**src/design/sld_pkg.sv**
```systemverilog
package sld_pkg;

	localparam int unsigned ByteW   = 8;
	localparam int unsigned OffsetW = 11;
	localparam int unsigned StatusW = 3;
	localparam int unsigned PlenW   = 10;
	localparam int unsigned LimitW  = 11;
	localparam int unsigned FlenW   = 16;
	localparam int unsigned CfgIdxW = 1;

	localparam logic [ByteW-1:0] SYNC_FIRST  = 8'hAA;
	localparam logic [ByteW-1:0] SYNC_SECOND = 8'h55;
	localparam logic [ByteW-1:0] KIND_A      = 8'h80;
	localparam logic [ByteW-1:0] KIND_B      = 8'h00;

	localparam logic [LimitW-1:0]  LIMIT_RESET  = 11'd400;
	localparam logic [LimitW-1:0]  LIMIT_CAP    = 11'd1024;
	localparam logic [FlenW:0]     HEADER_BYTES = 17'd9;
	localparam logic [FlenW-1:0]   PLEN_MAX     = 16'd1023;

	localparam logic [OffsetW-1:0] OFS_SYNC2  = 11'd1;
	localparam logic [OffsetW-1:0] OFS_ADDR   = 11'd2;
	localparam logic [OffsetW-1:0] OFS_KIND   = 11'd3;
	localparam logic [OffsetW-1:0] OFS_LEN_HI = 11'd7;
	localparam logic [OffsetW-1:0] OFS_LEN_LO = 11'd8;

	localparam logic [CfgIdxW-1:0] REG_STATION_ADDRESS = 1'd0;
	localparam logic [CfgIdxW-1:0] REG_LENGTH_LIMIT    = 1'd1;

	localparam logic [StatusW-1:0] ST_IDLE    = 3'd0;
	localparam logic [StatusW-1:0] ST_BYTE    = 3'd1;
	localparam logic [StatusW-1:0] ST_ACCEPT  = 3'd2;
	localparam logic [StatusW-1:0] ST_REJECT  = 3'd3;
	localparam logic [StatusW-1:0] ST_OVER    = 3'd4;
	localparam logic [StatusW-1:0] ST_BADSYNC = 3'd5;

	typedef struct packed {
		logic [ByteW-1:0]   echo_byte;
		logic [OffsetW-1:0] byte_offset;
		logic [StatusW-1:0] status;
		logic [PlenW-1:0]   payload_length;
	} sld_result_t;

endpackage

```
**src/design/sld_parse.sv**
```systemverilog
module sld_parse
	import sld_pkg::*;
(
	input  logic               clk,
	input  logic               arst_n,
	input  logic               step,
	input  logic [ByteW-1:0]   rx_byte,
	input  logic [ByteW-1:0]   station_address,
	input  logic [LimitW-1:0]  length_limit,
	output sld_result_t        result
);

	logic               in_frame_q,     in_frame_d;
	logic [OffsetW-1:0] byte_count_q,   byte_count_d;
	logic [ByteW-1:0]   length_high_q,  length_high_d;
	logic [FlenW-1:0]   frame_length_q, frame_length_d;
	logic               header_match_q, header_match_d;
	logic [ByteW-1:0]   address_seen_q, address_seen_d;

	logic [LimitW-1:0]  limit;
	logic [FlenW-1:0]   flen;
	logic [FlenW:0]     end_pos;
	logic [FlenW:0]     next_pos;

	always_comb begin
		limit    = (length_limit > LIMIT_CAP) ? LIMIT_CAP : length_limit;
		// length byte itself takes effect in the same byte
		flen     = (byte_count_q == OFS_LEN_LO) ? {length_high_q, rx_byte} : frame_length_q;
		end_pos  = {1'b0, flen} + HEADER_BYTES;
		next_pos = {{(FlenW + 1 - OffsetW){1'b0}}, byte_count_q} + 17'd1;

		in_frame_d     = in_frame_q;
		byte_count_d   = byte_count_q;
		length_high_d  = length_high_q;
		frame_length_d = frame_length_q;
		header_match_d = header_match_q;
		address_seen_d = address_seen_q;

		result.echo_byte      = rx_byte;
		result.byte_offset    = in_frame_q ? byte_count_q : '0;
		result.status         = ST_IDLE;
		result.payload_length = '0;

		if (!in_frame_q) begin
			if (rx_byte == SYNC_FIRST) begin
				in_frame_d     = 1'b1;
				byte_count_d   = 11'd1;
				length_high_d  = '0;
				frame_length_d = '0;
				header_match_d = 1'b0;
				address_seen_d = '0;
				result.status  = ST_BYTE;
			end
		end else if (byte_count_q == OFS_SYNC2 && rx_byte != SYNC_SECOND) begin
			result.status = ST_BADSYNC;
			in_frame_d    = 1'b0;
			byte_count_d  = '0;
		end else begin
			result.status = ST_BYTE;
			byte_count_d  = byte_count_q + 11'd1;
			case (byte_count_q)
				OFS_ADDR:   address_seen_d = rx_byte;
				OFS_KIND:   header_match_d = (rx_byte == KIND_A) || (rx_byte == KIND_B);
				OFS_LEN_HI: length_high_d  = rx_byte;
				OFS_LEN_LO: frame_length_d = flen;
				default:    ;
			endcase
			if (byte_count_q >= OFS_LEN_LO) begin
				result.payload_length = (flen > PLEN_MAX) ? PLEN_MAX[PlenW-1:0] : flen[PlenW-1:0];
				if (flen >= {{(FlenW - LimitW){1'b0}}, limit}) begin
					if (byte_count_q == OFS_LEN_LO) begin
						result.status = ST_OVER;
					end
					in_frame_d   = 1'b0;
					byte_count_d = '0;
				end else if (next_pos >= end_pos) begin
					result.status = (header_match_q && address_seen_q == station_address)
						? ST_ACCEPT : ST_REJECT;
					in_frame_d   = 1'b0;
					byte_count_d = '0;
				end
			end
		end
	end

	always_ff @(posedge clk or negedge arst_n) begin
		if (!arst_n) begin
			in_frame_q     <= 1'b0;
			byte_count_q   <= '0;
			length_high_q  <= '0;
			frame_length_q <= '0;
			header_match_q <= 1'b0;
			address_seen_q <= '0;
		end else if (step) begin
			in_frame_q     <= in_frame_d;
			byte_count_q   <= byte_count_d;
			length_high_q  <= length_high_d;
			frame_length_q <= frame_length_d;
			header_match_q <= header_match_d;
			address_seen_q <= address_seen_d;
		end
	end

endmodule

```
**src/design/sync_length_frame_deframer.sv**
```systemverilog
// channel   dir  tdata (low bit up)                                  tuser
// s_axis    in   rx_byte[7:0]                                        -
// m_axis    out  echo_byte[7:0], byte_offset[18:8],                  status[2:0]
//                payload_length[28:19], zero pad [31:29]
// cfg       in   cfg_we, cfg_index (0 station_address, 1 length_limit), cfg_data[10:0]
//
// one byte per cycle sustained while m_axis drains; each byte is decoded in the cycle it transfers
// and its result lands in the output register on that edge.
// the input is ready whenever the output register is empty or drains in the same cycle.
// reset clears the frame state and the output valid; station_address returns to 0
// and length_limit to 400.
module sync_length_frame_deframer
	import sld_pkg::*;
(
	input  logic                clk,
	input  logic                arst_n,
	input  logic                s_axis_tvalid,
	output logic                s_axis_tready,
	input  logic [7:0]          s_axis_tdata,   // rx_byte
	output logic                m_axis_tvalid,
	input  logic                m_axis_tready,
	output logic [31:0]         m_axis_tdata,   // echo_byte, byte_offset, payload_length
	output logic [StatusW-1:0]  m_axis_tuser,   // status
	input  logic                cfg_we,
	input  logic [CfgIdxW-1:0]  cfg_index,
	input  logic [LimitW-1:0]   cfg_data
);

	logic [ByteW-1:0]  station_address_q;
	logic [LimitW-1:0] length_limit_q;
	logic              out_valid_q;
	sld_result_t       out_q;
	sld_result_t       result;
	logic              step;

	assign s_axis_tready = !out_valid_q || m_axis_tready;
	assign step          = s_axis_tvalid && s_axis_tready;

	sld_parse u_parse (
		.clk             (clk),
		.arst_n          (arst_n),
		.step            (step),
		.rx_byte         (s_axis_tdata),
		.station_address (station_address_q),
		.length_limit    (length_limit_q),
		.result          (result)
	);

	always_ff @(posedge clk or negedge arst_n) begin
		if (!arst_n) begin
			station_address_q <= '0;
			length_limit_q    <= LIMIT_RESET;
		end else if (cfg_we) begin
			case (cfg_index)
				REG_STATION_ADDRESS: station_address_q <= cfg_data[ByteW-1:0];
				REG_LENGTH_LIMIT:    length_limit_q    <= cfg_data;
				default:             ;
			endcase
		end
	end

	always_ff @(posedge clk or negedge arst_n) begin
		if (!arst_n) begin
			out_valid_q <= 1'b0;
		end else if (s_axis_tready) begin
			out_valid_q <= s_axis_tvalid;
		end
	end

	always_ff @(posedge clk) begin
		if (step) begin
			out_q <= result;
		end
	end

	assign m_axis_tvalid = out_valid_q;
	assign m_axis_tdata  = {3'b000, out_q.payload_length, out_q.byte_offset, out_q.echo_byte};
	assign m_axis_tuser  = out_q.status;

endmodule

```
**config.mk**
```make
export PLATFORM = sky130hd
export DESIGN_NAME = sync_length_frame_deframer
export DESIGN_NICKNAME = d
export VERILOG_FILES = /design/src/design/sld_pkg.sv /design/src/design/sld_parse.sv /design/src/design/sync_length_frame_deframer.sv
export SDC_FILE = /design/constraint.sdc
export NUM_CORES = 1
export LEC_CHECK = 0
export BUFFER_PORTS_ARGS = -buffer_cell sky130_fd_sc_hd__buf_2
export CAP_MARGIN = 20
export CORE_UTILIZATION = 53
export DETAILED_ROUTE_END_ITERATION = 10
export PLACE_DENSITY = 0.76
export SETUP_SLACK_MARGIN = 0.3
export SYNTH_ARGS = -nofsm -noshare
export SYNTH_HDL_FRONTEND = slang
export SYNTH_SLANG_ARGS = --single-unit
```
**constraint.sdc**
```tcl
create_clock -name clk -period 3.7 [get_ports clk]
set_input_delay 0.555 -clock clk [delete_from_list [all_inputs] [get_ports clk]]
set_output_delay 0.555 -clock clk [all_outputs]
set_load 0.05 [all_outputs]
```
==> results.sh <==
export IMPL_chipHeight_um=102
export IMPL_final_critical_path_setup_slack_ps=16.7
export IMPL_wirelength_um=13200
export IMPL_synthDominantCellAreaShare=0.293
export IMPL_slew_headroom=0.451
export IMPL_grt_max_degree=45
export IMPL_max_cap_violations=0
export IMPL_grt_pass1_vias=4163
export IMPL_synth_top_family_by_area="simple AND/OR/NAND/NOR gates"
export IMPL_critical_path_at_ps=3800
export IMPL_final_cycle_share=0.995
export IMPL_ys_seq_area_frac=0.490
export IMPL_grt_antenna_before_repair=0
export IMPL_postCtsHoldBufs=0
export IMPL_final_hold_worst_slack_ps=261
export IMPL_most_frequent_cells_in_the_layout="nand2_1 (84), dfrtp_1 (60), buf_2 (58)"
export IMPL_buffer_ports_inserted=58
export IMPL_clock_path_buffers=2
export IMPL_worst_path_max_fanout=6
export IMPL_critical_path_max_stage_delay_ps=510
export IMPL_maximum_achievable_frequency_mhz=271
export IMPL_clock_sinks=97
export IMPL_crit_chain="nor4_4, and4_4, buf_4, buf_16, buf_4, mux2i_1, inv_1, xnor2_1, ha_2, a2111oi_4, a31oi_4, or4b_4, o21ai_2, a31oi_1"
export IMPL_warning_count_from_the_yosys_run=0
export IMPL_setup_viol_count_final=0
export IMPL_layout_cells_most_common="nand2_1"
export IMPL_synth_simple_area_share=0.177
export IMPL_ys_dominant_reg_cell="dfrtp_1"
export IMPL_clk_latency_ps=380
export IMPL_tritoncts="done"
export IMPL_ir_drop_v=0.000229
export IMPL_async_s_r_ff_share_synth=0.670
export IMPL_end_kind="flop"
export IMPL_yosys_register_bits=97
export IMPL_critical_path_n_buffers_inverters=4
export IMPL_num_nets_final=677
export IMPL_wire_per_inst_um=17.3
export IMPL_yosys_area_top_type="dfrtp_1"
export IMPL_post_layout_utilization_of_the_core=0.669
export IMPL_detail_route_first_pass_iterations=5
export IMPL_rows=36
export IMPL_top_level_ports=62
export IMPL_synthesis_area_per_instance_um2=10.0
export IMPL_avgViaCountPerCell=5.78
export IMPL_worst_path_dominant_cell_family="simple AND/OR/NAND/NOR gates"
export IMPL_yosys_area_share_adder=0.0639
export IMPL_finalHoldViolCount=0
export IMPL_detail_route_drc_violations=0
export IMPL_timing_final_max_slew_violations=0
export IMPL_synth_edf_count=32
export IMPL_startpoint_type="flop"
export IMPL_antenna_cells=0
export IMPL_actual_transition_at_the_worst_max_transition_pin_ps=824
export IMPL_fin_total_pwr_uw=2540
export IMPL_syn_cell_area_um2=5290
export IMPL_initial_utilization=0.543
export IMPL_dp_slack_ps=-26.7
export IMPL_yosys_cell_types_count=56
export IMPL_core_region_area_um2=9730
export IMPL_grt_overflow_total=0
export IMPL_synth_xor_area_frac=0.0480
export IMPL_clk_transition_reported_paths_ps=90
export IMPL_setup_total_negative_slack_ps=0
export IMPL_post_synth_inst_count=527
export IMPL_global_route_wire_length_before_repair_um=21000
export IMPL_slowest_stage="or4b_4"
export IMPL_most_frequent_cell_on_the_critical_path="buf_4"
export IMPL_cp_required_ps=3820
export IMPL_outcome="finished, final reports clean"
export IMPL_area_growth_synth_to_final_pct=23.0
export IMPL_gpl_final_weighted_congestion=0.937
export IMPL_p_leak_uw=0.00284
export IMPL_synth_mux_area_fraction=0.0594
export IMPL_route_antenna_remaining_nets=0
export IMPL_worstSetupPathType="reg -> reg"
export IMPL_grt_usage=0.270
export IMPL_final_period_minus_worst_setup_slack_ps=3680
export IMPL_clock_tree_htree_level_count=3
export IMPL_ys_top_cells_by_area="dfrtp_1 (29%), edfxtp_1 (18%), ha_1 (6.4%)"
export IMPL_tritoncts_buffers=9
export IMPL_power_per_cell_area_nw_per_um2=391
export IMPL_post_route_cells_drive_above_1_share=0.314
export IMPL_die_w_um=102
export IMPL_vias=4409
export IMPL_drt_first_iter_violations=260
export IMPL_grt_setup_unrepaired="true"
export IMPL_post_dp_hpwl_um=9000
export IMPL_fp_dieArea_um2=10400
export IMPL_synth_compound_area_share=0.119
export IMPL_skew_ps=12.3
export IMPL_clock_tree_root_cell="clkbuf_8"
export IMPL_hold_path_class="in -> async"
kinds of logic (layout without fill, tap and decap cells):
logic type | count (synthesis) | count (layout)
simple gates | 194 | 194
compound gates | 100 | 100
flops | 97 | 97
buf+inv | 50 | 151
xor+xnor | 29 | 29
mux | 29 | 29
fa+ha+maj | 27 | 27
other cells | 1 | 3
layout make-up:
| class | instances | area [um2] |
|---|---|---|
| tap | 133 | 166 |
| inverter | 21 | 78.8 |
| clock inverter | 2 | 35.0 |
| fill | 746 | 3220 |
| clock buffer | 14 | 174 |
| multi-input combinational | 382 | 2690 |
| timing repair buffer | 114 | 769 |
| sequential | 97 | 2590 |
state kept, by name, indices dropped and copies added (netlist names):
name,flops
m_axis_tdata,29
u_parse.frame_length_q,16
length_limit_q,11
u_parse.byte_count_q,11
station_address_q,8
u_parse.address_seen_q,8
u_parse.length_high_q,8
m_axis_tuser,3
m_axis_tvalid,1
u_parse.header_match_q,1
u_parse.in_frame_q,1
worst paths after layout:
path,start,to,slack (ps),cells past startpoint
max in group asynchronous,arst_n,length_limit_q[7],2630,2
min in group clk,s_axis_tvalid,m_axis_tvalid,380,2
hold / removal,arst_n,u_parse.length_high_q[3],260,1
hold reg to reg,length_limit_q[9],length_limit_q[9],520,1
setup reg to reg,u_parse.byte_count_q[5],m_axis_tuser[0],20,14
setup / recovery,u_parse.byte_count_q[5],m_axis_tuser[0],20,14
routing by layer:
layer | up-vias | part of all wire | GRT usage
met2 | 205 | 0.50 | 0.451
met5 | - | 0 | 0
li1 | 2044 | - | -
met1 | 2110 | 0.40 | 0.340
met4 | 0 | 0.042 | 0.155
met3 | 50 | 0.053 | 0.0349
where the power goes:
group | leakage [uW] | internal [uW] | total (uW) | switching [uW]
clock network | 0.000106 | 372 | 741 | 368
logic | 0.00159 | 206 | 525 | 319
registers | 0.00114 | 1210 | 1280 | 63.6
total | 0.00284 | 1790 | 2540 | 751
through the flow:
step / area (um2) / cells
floorplan: 5360 / 529
global placement: 5910 / 722
detailed placement: 5910 / 722
CTS: 6410 / 760
global route: 6510 / 763
finish: 6510 / 763
repair_timing:
action,CTS,global route
resized for setup,34,17
gates cloned,1,0
setup endpoints to repair,14,15
buffers inserted,21,3
pin swaps,26,12
synthesized netlist by cell type (4+ instances only):
library cell,n
o21a_1,5
clkbuf_1,18
edfxtp_1,32
a22o_1,5
mux2_2,19
nor2b_1,4
o21ai_1,7
o21ai_0,34
nand2_1,88
a31oi_1,4
xnor2_1,15
and2_1,8
nor2_1,21
buf_2,5
buf_4,5
nand3_1,29
a21oi_1,18
ha_1,27
nand4_1,5
o31ai_1,6
inv_1,20
xor2_1,14
mux2i_1,10
nand2b_1,5
nor3_1,13
dfrtp_1,62
a21o_1,6
and3_1,5
worst reg2reg max path: cells and delay by family (launching register included):
kind	cells	cell delay (ps)
adder cells (fa/ha/maj)	1	270
buffers and inverters	4	530
flip-flops	1	420
multiplexers	1	310
AO/OA/AOI/OAI	4	510
AND/OR/NAND/NOR	3	1140
XOR/XNOR	1	230
(Power assumes the default switching activity.)
